--- config.mk ---
export PLATFORM = sky130hd
export DESIGN_NAME = modbus_rtu_request_framer_flat
export DESIGN_NICKNAME = d
export VERILOG_FILES = /design/src/rtl/core/mrf_pkg.sv /design/src/rtl/core/mrf_if.sv /design/src/rtl/core/mrf_front.sv /design/src/rtl/core/mrf_queue.sv /design/src/rtl/core/mrf_back.sv /design/src/rtl/core/modbus_rtu_request_framer.sv /design/src/flat_wrapper.sv
export SDC_FILE = /design/constraint.sdc
export NUM_CORES = 1
export LEC_CHECK = 0
export BUFFER_PORTS_ARGS = -buffer_cell sky130_fd_sc_hd__buf_2
export CAP_MARGIN = 20
export CORE_MARGIN = 1.5
export CORE_UTILIZATION = 61
export CTS_CLUSTER_DIAMETER = 40
export DETAILED_ROUTE_END_ITERATION = 16
export GPL_TIMING_DRIVEN = 0
export PLACE_DENSITY = 0.76
export SKIP_LAST_GASP = 1
export SYNTH_ARGS = -nofsm -noshare
export SYNTH_HDL_FRONTEND = slang
export SYNTH_HIERARCHICAL = 1
export SYNTH_SLANG_ARGS = --single-unit
--- constraint.sdc ---
create_clock -name clock -period 5.3 [get_ports clock]
set_clock_uncertainty 0.05 [all_clocks]
set_input_delay 1.06 -clock clock [delete_from_list [all_inputs] [get_ports clock]]
set_output_delay 1.06 -clock clock [all_outputs]
set_load 0.03 [all_outputs]
--- src/rtl/core/mrf_pkg.sv ---
package mrf_pkg;

   // Modbus function codes
   localparam logic [7:0] FUNC_READ_HOLDING   = 8'd3;
   localparam logic [7:0] FUNC_WRITE_SINGLE   = 8'd6;
   localparam logic [7:0] FUNC_WRITE_MULTIPLE = 8'd16;

   localparam logic [15:0] CRC_INIT = 16'hFFFF;
   localparam logic [15:0] CRC_POLY = 16'hA001;

   // default depth of the command queue between front and back
   localparam int QUEUE_DEPTH = 4;

   typedef enum logic [1:0] {
      OP_READ_HOLDING   = 2'd0,
      OP_WRITE_SINGLE   = 2'd1,
      OP_WRITE_MULTIPLE = 2'd2,
      OP_UNUSED         = 2'd3
   } op_type;

   typedef enum logic [1:0] {
      KIND_SINGLE,      // read or single write, complete frame
      KIND_MULTI_FIRST, // first data word, emits header
      KIND_MULTI_NEXT   // later data word, data bytes only
   } kind_type;

   // byte position inside the emitted sequence
   typedef enum logic [3:0] {
      STEP_IDLE,
      STEP_SLAVE,
      STEP_FUNC,
      STEP_ADDR_HI,
      STEP_ADDR_LO,
      STEP_VALUE_HI,
      STEP_VALUE_LO,
      STEP_BYTE_COUNT,
      STEP_DATA_HI,
      STEP_DATA_LO,
      STEP_CRC_LO,
      STEP_CRC_HI
   } step_type;

   typedef struct packed {
      kind_type    kind;
      logic [7:0]  func_code;
      logic [7:0]  slave;
      logic [15:0] addr;
      logic [15:0] word;
      logic [6:0]  count;
      logic        last;
   } cmd_type;

   // one byte through the reflected CRC-16, bit at a time
   function automatic logic [15:0] crc_feed(input logic [15:0] crc, input logic [7:0] data);
      logic [15:0] c;
      c = crc ^ {8'h00, data};
      for (int k = 0; k < 8; k++) begin
         c = c[0] ? ((c >> 1) ^ CRC_POLY) : (c >> 1);
      end
      return c;
   endfunction

endpackage

--- src/rtl/core/mrf_if.sv ---
interface mrf_req_if;
   logic        valid;
   logic        ready;
   logic [1:0]  operation;
   logic [7:0]  slave_address;
   logic [15:0] register_address;
   logic [15:0] word_value;
   logic [6:0]  word_count;
   logic        last_word;

   modport source (output valid, operation, slave_address, register_address, word_value,
                   word_count, last_word, input ready);
   modport sink (input valid, operation, slave_address, register_address, word_value,
                 word_count, last_word, output ready);
endinterface

interface mrf_rsp_if;
   logic       valid;
   logic       ready;
   logic [7:0] frame_byte;
   logic       end_of_frame;

   modport source (output valid, frame_byte, end_of_frame, input ready);
   modport sink (input valid, frame_byte, end_of_frame, output ready);
endinterface

--- src/rtl/core/mrf_front.sv ---
module mrf_front
   import mrf_pkg::*;
(
   input  logic    clock,
   input  logic    reset,
   mrf_req_if.sink req_ch,
   output logic    push_valid,
   input  logic    push_ready,
   output cmd_type push_cmd
);

   logic   frame_open_ff, frame_open_in;
   logic   accept;
   op_type op;

   assign op            = op_type'(req_ch.operation);
   assign req_ch.ready  = push_ready;
   assign accept        = req_ch.valid && push_ready;
   // unused operation is taken and dropped
   assign push_valid    = req_ch.valid && (op != OP_UNUSED);

   always_comb begin
      push_cmd.slave = req_ch.slave_address;
      push_cmd.addr  = req_ch.register_address;
      push_cmd.word  = req_ch.word_value;
      push_cmd.count = req_ch.word_count;
      push_cmd.last  = req_ch.last_word;
      case (op)
         OP_READ_HOLDING: begin
            push_cmd.kind      = KIND_SINGLE;
            push_cmd.func_code = FUNC_READ_HOLDING;
         end
         OP_WRITE_SINGLE: begin
            push_cmd.kind      = KIND_SINGLE;
            push_cmd.func_code = FUNC_WRITE_SINGLE;
         end
         default: begin
            push_cmd.kind      = frame_open_ff ? KIND_MULTI_NEXT : KIND_MULTI_FIRST;
            push_cmd.func_code = FUNC_WRITE_MULTIPLE;
         end
      endcase
   end

   always_comb begin
      frame_open_in = frame_open_ff;
      if (accept) begin
         case (op)
            OP_READ_HOLDING, OP_WRITE_SINGLE: frame_open_in = 1'b0; // abandons open frame
            OP_WRITE_MULTIPLE:                frame_open_in = !req_ch.last_word;
            default:                          frame_open_in = frame_open_ff;
         endcase
      end
   end

   always_ff @(posedge clock) begin
      if (reset) begin
         frame_open_ff <= 1'b0;
      end else begin
         frame_open_ff <= frame_open_in;
      end
   end

endmodule

--- src/rtl/core/mrf_queue.sv ---
module mrf_queue
   import mrf_pkg::*;
#(
   parameter int Depth = QUEUE_DEPTH
) (
   input  logic    clock,
   input  logic    reset,
   input  logic    push_valid,
   output logic    push_ready,
   input  cmd_type push_cmd,
   output logic    pop_valid,
   input  logic    pop_ready,
   output cmd_type pop_cmd
);

   localparam int PtrW = (Depth > 1) ? $clog2(Depth) : 1;
   localparam int CntW = $clog2(Depth + 1);

   cmd_type         mem_ff [Depth];
   logic [PtrW-1:0] wr_ptr_ff, wr_ptr_in;
   logic [PtrW-1:0] rd_ptr_ff, rd_ptr_in;
   logic [CntW-1:0] count_ff, count_in;
   logic            wr, rd;

   assign push_ready = (count_ff != CntW'(Depth));
   assign pop_valid  = (count_ff != '0);
   assign pop_cmd    = mem_ff[rd_ptr_ff];
   assign wr         = push_valid && push_ready;
   assign rd         = pop_ready && pop_valid;

   always_comb begin
      wr_ptr_in = wr_ptr_ff;
      rd_ptr_in = rd_ptr_ff;
      if (wr) begin
         wr_ptr_in = (wr_ptr_ff == PtrW'(Depth - 1)) ? '0 : wr_ptr_ff + 1'b1;
      end
      if (rd) begin
         rd_ptr_in = (rd_ptr_ff == PtrW'(Depth - 1)) ? '0 : rd_ptr_ff + 1'b1;
      end
      count_in = count_ff + CntW'(wr) - CntW'(rd);
   end

   always_ff @(posedge clock) begin
      if (reset) begin
         wr_ptr_ff <= '0;
         rd_ptr_ff <= '0;
         count_ff  <= '0;
      end else begin
         wr_ptr_ff <= wr_ptr_in;
         rd_ptr_ff <= rd_ptr_in;
         count_ff  <= count_in;
      end
   end

   always_ff @(posedge clock) begin
      if (wr) begin
         mem_ff[wr_ptr_ff] <= push_cmd;
      end
   end

endmodule

--- src/rtl/core/mrf_back.sv ---
module mrf_back
   import mrf_pkg::*;
(
   input  logic      clock,
   input  logic      reset,
   input  logic      pop_valid,
   output logic      pop_ready,
   input  cmd_type   pop_cmd,
   mrf_rsp_if.source rsp_ch
);

   step_type    step_ff, step_in;
   cmd_type     cur_ff, cur_in;
   logic [15:0] crc_ff, crc_in;
   logic        out_valid_ff, out_valid_in;
   logic [7:0]  out_byte_ff, out_byte_in;
   logic        out_eof_ff, out_eof_in;

   logic        adv;
   logic        last_step;
   logic [7:0]  step_byte;
   logic        step_eof;
   logic [15:0] step_crc;
   step_type    seq_next;
   logic        single;

   assign single    = (cur_ff.kind == KIND_SINGLE);
   assign adv       = (step_ff != STEP_IDLE) && (!out_valid_ff || rsp_ch.ready);
   assign pop_ready = (step_ff == STEP_IDLE) || (adv && last_step);

   // byte, CRC and successor for the current step
   always_comb begin
      step_byte = 8'h00;
      step_eof  = 1'b0;
      step_crc  = crc_ff;
      seq_next  = STEP_IDLE;
      last_step = 1'b0;
      case (step_ff)
         STEP_SLAVE: begin
            step_byte = cur_ff.slave;
            seq_next  = STEP_FUNC;
         end
         STEP_FUNC: begin
            step_byte = cur_ff.func_code;
            seq_next  = STEP_ADDR_HI;
         end
         STEP_ADDR_HI: begin
            step_byte = cur_ff.addr[15:8];
            seq_next  = STEP_ADDR_LO;
         end
         STEP_ADDR_LO: begin
            step_byte = cur_ff.addr[7:0];
            seq_next  = STEP_VALUE_HI;
         end
         STEP_VALUE_HI: begin
            step_byte = single ? cur_ff.word[15:8] : 8'h00;
            seq_next  = STEP_VALUE_LO;
         end
         STEP_VALUE_LO: begin
            step_byte = single ? cur_ff.word[7:0] : {1'b0, cur_ff.count};
            seq_next  = single ? STEP_CRC_LO : STEP_BYTE_COUNT;
         end
         STEP_BYTE_COUNT: begin
            step_byte = {cur_ff.count, 1'b0};
            seq_next  = STEP_DATA_HI;
         end
         STEP_DATA_HI: begin
            step_byte = cur_ff.word[15:8];
            seq_next  = STEP_DATA_LO;
         end
         STEP_DATA_LO: begin
            step_byte = cur_ff.word[7:0];
            seq_next  = cur_ff.last ? STEP_CRC_LO : STEP_IDLE;
            last_step = !cur_ff.last;
         end
         STEP_CRC_LO: begin
            step_byte = crc_ff[7:0];
            seq_next  = STEP_CRC_HI;
         end
         STEP_CRC_HI: begin
            step_byte = crc_ff[15:8];
            step_eof  = 1'b1;
            last_step = 1'b1;
         end
         default: begin
            step_byte = 8'h00;
         end
      endcase
      case (step_ff)
         STEP_IDLE, STEP_CRC_LO: step_crc = crc_ff;
         STEP_CRC_HI:            step_crc = CRC_INIT;
         STEP_SLAVE:             step_crc = crc_feed(CRC_INIT, step_byte); // new frame
         default:                step_crc = crc_feed(crc_ff, step_byte);
      endcase
   end

   // next state
   always_comb begin
      step_in = step_ff;
      cur_in  = cur_ff;
      if (pop_ready && pop_valid) begin
         cur_in  = pop_cmd;
         step_in = (pop_cmd.kind == KIND_MULTI_NEXT) ? STEP_DATA_HI : STEP_SLAVE;
      end else if (adv) begin
         step_in = seq_next;
      end
   end

   // output register and CRC
   always_comb begin
      crc_in       = crc_ff;
      out_valid_in = out_valid_ff && !rsp_ch.ready;
      out_byte_in  = out_byte_ff;
      out_eof_in   = out_eof_ff;
      if (adv) begin
         crc_in       = step_crc;
         out_valid_in = 1'b1;
         out_byte_in  = step_byte;
         out_eof_in   = step_eof;
      end
   end

   assign rsp_ch.valid        = out_valid_ff;
   assign rsp_ch.frame_byte   = out_byte_ff;
   assign rsp_ch.end_of_frame = out_eof_ff;

   always_ff @(posedge clock) begin
      if (reset) begin
         step_ff      <= STEP_IDLE;
         crc_ff       <= CRC_INIT;
         out_valid_ff <= 1'b0;
      end else begin
         step_ff      <= step_in;
         crc_ff       <= crc_in;
         out_valid_ff <= out_valid_in;
      end
   end

   always_ff @(posedge clock) begin
      cur_ff      <= cur_in;
      out_byte_ff <= out_byte_in;
      out_eof_ff  <= out_eof_in;
   end

endmodule

--- src/rtl/core/modbus_rtu_request_framer.sv ---
// Channel | Interface     | Transaction
// req_ch  | mrf_req_if    | one request word: operation, addresses, value, count, last flag
// rsp_ch  | mrf_rsp_if    | one frame byte in wire order, end_of_frame on the CRC high byte
//
// Bytes: the byte sequencer in mrf_back emits one frame byte per cycle while rsp_ch
// is not stalled; a transaction yields 8 bytes for a read or single write, 9 or 11
// for the first word of a multiple write, 2 or 4 for later words.
// A command popped while the sequencer sits idle is loaded before its first byte goes out.
// Reset: synchronous, clears the open-frame flag, the CRC to 0xFFFF, the queue.
// Stalls: the queue lets req_ch keep accepting while rsp_ch is held; req_ch.ready
// drops only when the queue is full. rsp_ch stalls freeze the output register.
module modbus_rtu_request_framer
   import mrf_pkg::*;
#(
   parameter int QueueDepth = QUEUE_DEPTH
) (
   input  logic      clock,
   input  logic      reset,
   mrf_req_if.sink   req_ch,
   mrf_rsp_if.source rsp_ch
);

   // front -> queue
   logic    push_valid;
   logic    push_ready;
   cmd_type push_cmd;
   // queue -> back
   logic    pop_valid;
   logic    pop_ready;
   cmd_type pop_cmd;

   // classifies each transaction and tracks whether a multiple write is open
   mrf_front u_front (
      .clock      (clock),
      .reset      (reset),
      .req_ch     (req_ch),
      .push_valid (push_valid),
      .push_ready (push_ready),
      .push_cmd   (push_cmd)
   );

   // decouples classification from byte emission
   mrf_queue #(
      .Depth (QueueDepth)
   ) u_queue (
      .clock      (clock),
      .reset      (reset),
      .push_valid (push_valid),
      .push_ready (push_ready),
      .push_cmd   (push_cmd),
      .pop_valid  (pop_valid),
      .pop_ready  (pop_ready),
      .pop_cmd    (pop_cmd)
   );

   // walks the byte sequence of each command, keeps the running CRC
   mrf_back u_back (
      .clock     (clock),
      .reset     (reset),
      .pop_valid (pop_valid),
      .pop_ready (pop_ready),
      .pop_cmd   (pop_cmd),
      .rsp_ch    (rsp_ch)
   );

endmodule

--- src/flat_wrapper.sv ---
// flat-port wrapper written by rule: the top's interface ports become plain ports
module modbus_rtu_request_framer_flat import mrf_pkg::*;
#(
   parameter int QueueDepth = QUEUE_DEPTH
)
  (clock, reset, req_ch_valid, req_ch_operation, req_ch_slave_address, req_ch_register_address, req_ch_word_value, req_ch_word_count, req_ch_last_word, req_ch_ready, rsp_ch_valid, rsp_ch_frame_byte, rsp_ch_end_of_frame, rsp_ch_ready);
  mrf_req_if req_ch_i ();
  mrf_rsp_if rsp_ch_i ();
  input  logic clock;
  input  logic reset;
  input wire logic [$bits(req_ch_i.valid)-1:0] req_ch_valid;
  input wire logic [$bits(req_ch_i.operation)-1:0] req_ch_operation;
  input wire logic [$bits(req_ch_i.slave_address)-1:0] req_ch_slave_address;
  input wire logic [$bits(req_ch_i.register_address)-1:0] req_ch_register_address;
  input wire logic [$bits(req_ch_i.word_value)-1:0] req_ch_word_value;
  input wire logic [$bits(req_ch_i.word_count)-1:0] req_ch_word_count;
  input wire logic [$bits(req_ch_i.last_word)-1:0] req_ch_last_word;
  output wire logic [$bits(req_ch_i.ready)-1:0] req_ch_ready;
  output wire logic [$bits(rsp_ch_i.valid)-1:0] rsp_ch_valid;
  output wire logic [$bits(rsp_ch_i.frame_byte)-1:0] rsp_ch_frame_byte;
  output wire logic [$bits(rsp_ch_i.end_of_frame)-1:0] rsp_ch_end_of_frame;
  input wire logic [$bits(rsp_ch_i.ready)-1:0] rsp_ch_ready;
  assign req_ch_i.valid = req_ch_valid;
  assign req_ch_i.operation = req_ch_operation;
  assign req_ch_i.slave_address = req_ch_slave_address;
  assign req_ch_i.register_address = req_ch_register_address;
  assign req_ch_i.word_value = req_ch_word_value;
  assign req_ch_i.word_count = req_ch_word_count;
  assign req_ch_i.last_word = req_ch_last_word;
  assign req_ch_ready = req_ch_i.ready;
  assign rsp_ch_valid = rsp_ch_i.valid;
  assign rsp_ch_frame_byte = rsp_ch_i.frame_byte;
  assign rsp_ch_end_of_frame = rsp_ch_i.end_of_frame;
  assign rsp_ch_i.ready = rsp_ch_ready;
  modbus_rtu_request_framer #(.QueueDepth(QueueDepth)) u_core (.clock(clock), .reset(reset), .req_ch(req_ch_i), .rsp_ch(rsp_ch_i));
endmodule
## Word-level counts from Yosys, hierarchy flattened

Memory sizes are Yosys's and may differ from the RTL's. A register that Yosys moved wholly into a read port is not among the register bits.
Cells that the tools add are included.

- Word-level logic and storage cells: 120
- RAM bits: 232
- Input port bits: 54
- Register bits after elaboration: 96
- Memories kept: 1

- Reduce and logical (&&, ||, !) cells: 24
- Equal/unequal tests: 18
- Bitwise operators: 19
- Multiplexer cells: 38
- $add $sub $neg: 4

Memory list:

| memory | words | width | read ports | clocked after memory_dff | wr ports | line | text |
|---|---|---|---|---|---|---|---|
| u_core.u_queue.mem_ff | 4 | 58 | 1 | 1 | 1 | mrf_queue.sv:19 | `cmd_type mem_ff [Depth];` |

Operator list:

| cell | count |
|---|---|
| $mux W16 | 16 |
| $pmux W8 S11 | 1 |
| $not A2 Y3 | 16 |
| $pmux W16 S3 | 1 |
| $pmux W4 S10 | 1 |
| $mux W4 | 5 |
| $pmux W10 S2 | 1 |
| $eq A4 B3 Y1 const B | 4 |
| $eq A4 B4 Y1 const B | 4 |
| $mux W8 | 2 |
| $not A8 Y16 | 1 |
| $xor A16 B8 Y16 | 1 |
| $mux W2 | 5 |
| $eq A2 B2 Y1 const B | 4 |
| $eq A4 B2 Y1 const B | 2 |
| $logic_and A1 B1 Y1 | 7 |
| $add A2 B1 Y2 const B | 2 |
| $eq A4 B1 Y1 const B | 1 |
| $logic_not A1 Y1 | 4 |
| $logic_not A2 Y1 | 2 |
| $logic_not A4 Y1 | 1 |
| $mux W1 | 4 |
| $pmux W1 S2 | 2 |
| $reduce_and A2 Y1 | 2 |
| other kinds (11) | 14 |

## Logic depth before layout (Yosys ltp)

- Depth after elaboration: 21
- Gate-level depth with buffers: 17
- Gate-level depth less buffers: 14

## By module

The synthesis kept the hierarchy.

By module, submodules not included:

| module | area an instance (µm²) | sequential area each (µm²) | cells an instance | instances |
|---|---|---|---|---|
| mrf_queue | 8852.2 | 7146.9 | 352 | 1 |
| mrf_back | 4276.6 | 2432.3 | 378 | 1 |
| mrf_front | 493.0 | 20.0 | 67 | 1 |

## Least setup slack after synthesis

Ideal clock, no wire load.

- Kind: input -> register
- Start: input port rsp_ch_ready
- End: register u_core.u_back.step_ff[0]
- Stages on the path: 8
- Library setup time: 0.072 ns
- Path buffers: 2
- Arrival time: 3.907 ns
- Slack: 1.271 ns
- Cells stage by stage: nand2b_1 -> clkbuf_1 -> nand2_1 -> o21ai_0 -> and2_1 -> clkbuf_1 -> o21ai_0 -> a21oi_1

- Longest elaborated chain between the ends: 6
- Elaborated cells between the ends (all ways): 7
- Those cells by class: mux (1); reduce/logical (6)

Ends and longest elaborated chain:

| item | line | text |
|---|---|---|
| start: declaration | flat_wrapper.sv:22 | `input wire logic [$bits(rsp_ch_i.ready)-1:0] rsp_ch_ready;` |
| $logic_or A1 B1 Y1 * | mrf_back.sv:28 | `assign adv = (step_ff != STEP_IDLE) && (!out_valid_ff \|\| rsp_ch.ready);` |
| $logic_and A1 B1 Y1 * | mrf_back.sv:28 |  |
| $logic_and A1 B1 Y1 * | mrf_back.sv:29 | `assign pop_ready = (step_ff == STEP_IDLE) \|\| (adv && last_step);` |
| $logic_or A1 B1 Y1 * | mrf_back.sv:29 |  |
| via u_core.pop_ready | modbus_rtu_request_framer.sv:29 | `logic pop_ready;` |
| $logic_and A1 B1 Y1 * | mrf_back.sv:101 | `if (pop_ready && pop_valid) begin` |
| $mux W4 or $reduce_bool A2 Y1 (tied branches) | - |  |
| end signal: assignment | mrf_back.sv:133 | `step_ff <= step_in;` |
| end: declaration | mrf_back.sv:12 | `step_type step_ff, step_in;` |

Mark *: on every way through the listed nets, which the timed path passes. The rest lies on a longest branch.
A chain may end at the register's enable or synchronous reset.

## Worst setup path in the final report

- Start: register u_core.u_back.step_ff[2]
- End: register u_core.u_back.crc_ff[15]

- Longest elaborated chain between the ends: 13
- Elaborated cells between the ends (all ways): 51
- Those cells by class: eq/ne (11); mux (18); bitwise (17); reduce/logical (5)

Ends and longest elaborated chain:

| item | line | text |
|---|---|---|
| $eq A4 B4 Y1 (tied with other cells) | mrf_back.sv:38 | `case (step_ff)` |
| $pmux W8 S11 * | mrf_back.sv:38 |  |
| via u_core.u_back.step_byte[6] | mrf_back.sv:21 | `logic [7:0] step_byte;` |
| $xor A16 B8 Y16 or $not A8 Y16 (tied branches) | - |  |
| $mux W16 (5 in a row) | mrf_pkg.sv:58 | `c = c[0] ? ((c >> 1) ^ CRC_POLY) : (c >> 1);` |
| $not A2 Y3 (no source line) | - |  |
| $mux W16 (3 in a row) | mrf_pkg.sv:58 |  |
| $pmux W16 S3 * | mrf_back.sv:89 | `case (step_ff)` |
| end signal: assignment | mrf_back.sv:134 | `crc_ff <= crc_in;` |
| end: declaration | mrf_back.sv:14 | `logic [15:0] crc_ff, crc_in;` |

Marked as above.

==> impl_metrics.yaml <==
run_status:
  status: "completed"
yosys:
  ys.flop_type: "edfxtp_1"
  synth_top_family_by_area: "multiplexers"
  synthTopCellsByArea: "edfxtp_1, mux4_2, dfxtp_1, buf_4, xnor2_1"
  synth-simple-area-share_pct: 4.78
  synth_xor_area_share_pct: 2.35
  synthAdderAreaFrac_pct: 1.07
  ys_seq_area_share_pct: 70.5
  synth-compound-area-share_pct: 5.88
  ys_warn_count: 6
  synthCells: 797
  synth_edf_count: 299
  synth_seq_cells: 330
  synth_area_mm2: 0.0136
  syn_area_per_cell_um2: 17.1
  async_reset_ff_share_pct: 0
  synth_mux_area_share_pct: 10.5
  ys_types: 68
  post-synth-top-area-cell: "edfxtp_1"
  yosysTopAreaCellShare_pct: 65.9
clocking:
  cts_setup_buffers: 0
  htree_num_levels: 2
  cts_buffer_depth: 3
  cts_buffers: 40
  hold_buffers: 0
  path_clk_slew_ns: 0.05
  cts.repair.resized: 0
  cts_root_buf: "clkbuf_16"
  cts.sinks: 330
  clock_latency_ns: 0.54
  cts_tree: "yes"
floorplanning:
  die_h_um: 152
  start_util_pct: 62.2
  dieArea_mm2: 0.0232
  pin_count: 65
  num_rows: 54
  fp.coreArea_mm2: 0.0219
  fp.dieW_um: 152
timing:
  min_period_ns: 3.93
  rsz0062_at_grt: "false"
  hold_violations: 0
  fmax_ghz: 0.254
  finalSetupViolCount: 0
  fin_tns_setup_ns: 0
  tightestPinTransition_ns: 0.935
  final_max_slew_viol_count: 0
  relSlewSlack_pct: 37.7
  finalCritPeriodShare_pct: 74.2
routing:
  drt_first_pass_iters: 5
  route.detailed.drc: 0
  vias: 7192
  drt-initial-drc-count: 638
  wl_per_cell_um: 23.7
  routed_wl_um: 27800
  via_per_inst: 6.13
  drtAntennaViolNets: 0
min_path:
  hp-class: "register to register"
grt:
  gr-usage-all-layers_pct: 24.4
  first_global_vias: 7404
  grt_max_degree: 64
  grt_pass1_wl_um: 42700
  antenna_found_initial: 0
  overflow: 0
finish:
  nFillCells: 1350
  diodes: 0
  syn_to_final_growth_pct: 14.1
  design_area_mm2: 0.0155
  drive_above_1_share_pct: 26.8
  finalNonFillerCells: 1174
  num-nets-final: 928
placement:
  dp_hpwl_um: 17600
  gp_congestion: 0.928
  port_buffers: 17
  post-place-cells: 1101
  dpl_cell_area_mm2: 0.0142
worst_setup_path:
  endpoint_kind: "register"
  required_ns: 5.66
  critPathSlowestCell: "a221oi_1"
  path_buf_inv: 3
  critPathKind: "register to register"
  cp_slowest_stage_delay_ns: 0.68
  worstPathArrival_ns: 4.29
  crit_family: "compound AO/OA/AOI/OAI gates"
  path_cells: "inv_1 -> ha_1 -> buf_2 -> buf_2 -> a221oi_1 -> o211ai_1 -> a21o_1 -> a221oi_1 -> nor2_1 -> mux2_2 -> xnor3_2 -> xnor2_1 -> nor2_1 -> o32a_1"
  startpoint_type: "register"
  worstPathMaxFanout: 10
pwr:
  peakVddDrop_mv: 0.336
  p_leak_nw: 5.33
  power_density_mw_per_mm2: 622
  total_power_mw: 9.67
flow_run:
  max_cap_violations: 0
power breakdown:
| part | internal (mW) | switching, mW | leakage [nW] |
|---|---|---|---|
| combinational | 1.34 | 1.81 | 1.66 |
| sequential | 3.50 | 0.304 | 3.00 |
| clock | 1.63 | 1.08 | 0.657 |
cells by family (layout without fill, tap and decap cells):
family,Yosys count,after routing
xor gates and xnor gates,34,34
DFF,330,330
adders and majority gates,11,11
other,1,4
and+or+nand+nor,127,127
muxes,69,69
AOI/OAI and AO/OA,115,115
buffers and inverters,110,204
registers in the layout, summed over array words and instances (netlist names), named ones only:
name	flops
u_core/u_back/step_ff	4
u_core/u_back/rsp_ch.valid	1
u_core/u_queue/wr_ptr_ff	2
u_core/u_front/frame_open_ff	1
u_core/u_queue/rd_ptr_ff	2
u_core/u_back/crc_ff	16
u_core/u_back/cur_ff	58
u_core/u_queue/count_ff	3
u_core/u_back/rsp_ch.frame_byte	8
u_core/u_back/rsp_ch.end_of_frame	1
u_core/u_queue/mem_ff	232
through the flow:
step                      hold WS [ns]  util, %  setup slack [ns]
after floorplan                  0.405        -              1.27
after global placement           0.423     64.3           -0.0974
after CTS                        0.451     71.0              1.45
after global routing             0.486     71.0              1.11
final                            0.450     71.0              1.37
after detailed placement         0.439     64.9              1.49
placed cells by master (no fill, tap or decap), types with 6 or more instances in the layout:
| cell type | synthesis | routed |
|---|---|---|
| edfxtp_1 | 299 | 299 |
| mux4_2 | 58 | 58 |
| buf_4 | 56 | 56 |
| clkbuf_16 | 0 | 42 |
| nand2_1 | 32 | 32 |
| buf_2 | 14 | 31 |
| nor2_1 | 31 | 31 |
| dfxtp_1 | 31 | 31 |
| a21oi_1 | 28 | 28 |
| xnor2_1 | 21 | 21 |
| clkbuf_1 | 13 | 17 |
| inv_1 | 14 | 14 |
| nand2b_1 | 12 | 12 |
| o21ai_0 | 12 | 12 |
| xor2_1 | 11 | 11 |
| ha_1 | 10 | 10 |
| a22oi_1 | 9 | 9 |
| and2_1 | 9 | 9 |
| nor3_1 | 8 | 8 |
| inv_6 | 0 | 7 |
| o22ai_1 | 7 | 7 |
| mux2i_1 | 7 | 7 |
| clkinv_2 | 0 | 6 |
| buf_1 | 6 | 6 |
| nor2b_1 | 6 | 6 |
| nand3_1 | 6 | 6 |
| a221oi_1 | 6 | 6 |
| a31oi_1 | 6 | 6 |
synthesized netlist by cell type, types with 2 or more instances:
cell type / number
inv_1: 14
o211ai_1: 5
a211oi_1: 4
or3_1: 3
nor3_1: 8
nor2_1: 31
edfxtp_1: 299
dfxtp_1: 31
a311oi_1: 3
buf_1: 6
buf_2: 14
mux4_2: 58
a21o_1: 3
a32oi_1: 3
nand2_1: 32
nand3_1: 6
o22ai_1: 7
nor2b_1: 6
mux2_2: 3
and2_2: 3
buf_4: 56
and2_1: 9
a22o_1: 4
xnor2_1: 21
buf_6: 4
o21ai_0: 12
o21bai_1: 5
a221o_1: 5
nand2b_1: 12
a221oi_1: 6
a32o_1: 3
clkbuf_1: 13
mux2i_1: 7
a22oi_1: 9
and3_2: 4
a211o_1: 4
xor2_1: 11
nor3b_1: 2
ha_1: 10
a31oi_1: 6
a21oi_1: 28
area by class of cell:
| type | instances | area (µm²) | area share, % |
|---|---|---|---|
| timing repair buffer | 21 | 195 | 1.26 |
| clock inverter | 26 | 272 | 1.75 |
| inverter | 15 | 56.3 | 0.362 |
| tap | 280 | 350 | 2.25 |
| clock buffer | 47 | 1070 | 6.88 |
| multi-input combinational | 360 | 3370 | 21.7 |
| buffer | 95 | 624 | 4.02 |
| sequential | 330 | 9600 | 61.8 |
path summary, 6_finish.rpt:
| check | depth (start not counted) | slack, ns | endpoint | startpoint |
|---|---|---|---|---|
| worst min-delay path | 1 | 0.45 | u_core/u_back/crc_ff[9] | u_core/u_back/crc_ff[9] |
| worst max-delay path | 14 | 1.37 | u_core/u_back/crc_ff[15] | u_core/u_back/step_ff[2] |
| worst min register to register | 1 | 0.45 | u_core/u_back/crc_ff[9] | u_core/u_back/crc_ff[9] |
| worst max register to register | 14 | 1.37 | u_core/u_back/crc_ff[15] | u_core/u_back/step_ff[2] |
per-layer routing:
metal / share of wire [%] / wire length (µm) / vias up / GRT usage (%)
met5: 0 / 0 / - / 0
met4: 3.2 / 885 / 0 / 9.16
met3: 6.1 / 1690 / 63 / 4.47
met2: 48 / 13400 / 285 / 38.7
met1: 43 / 11900 / 3648 / 34.5
li1: - / - / 3196 / -
Note: power is estimated with default switching activity, not from simulation.
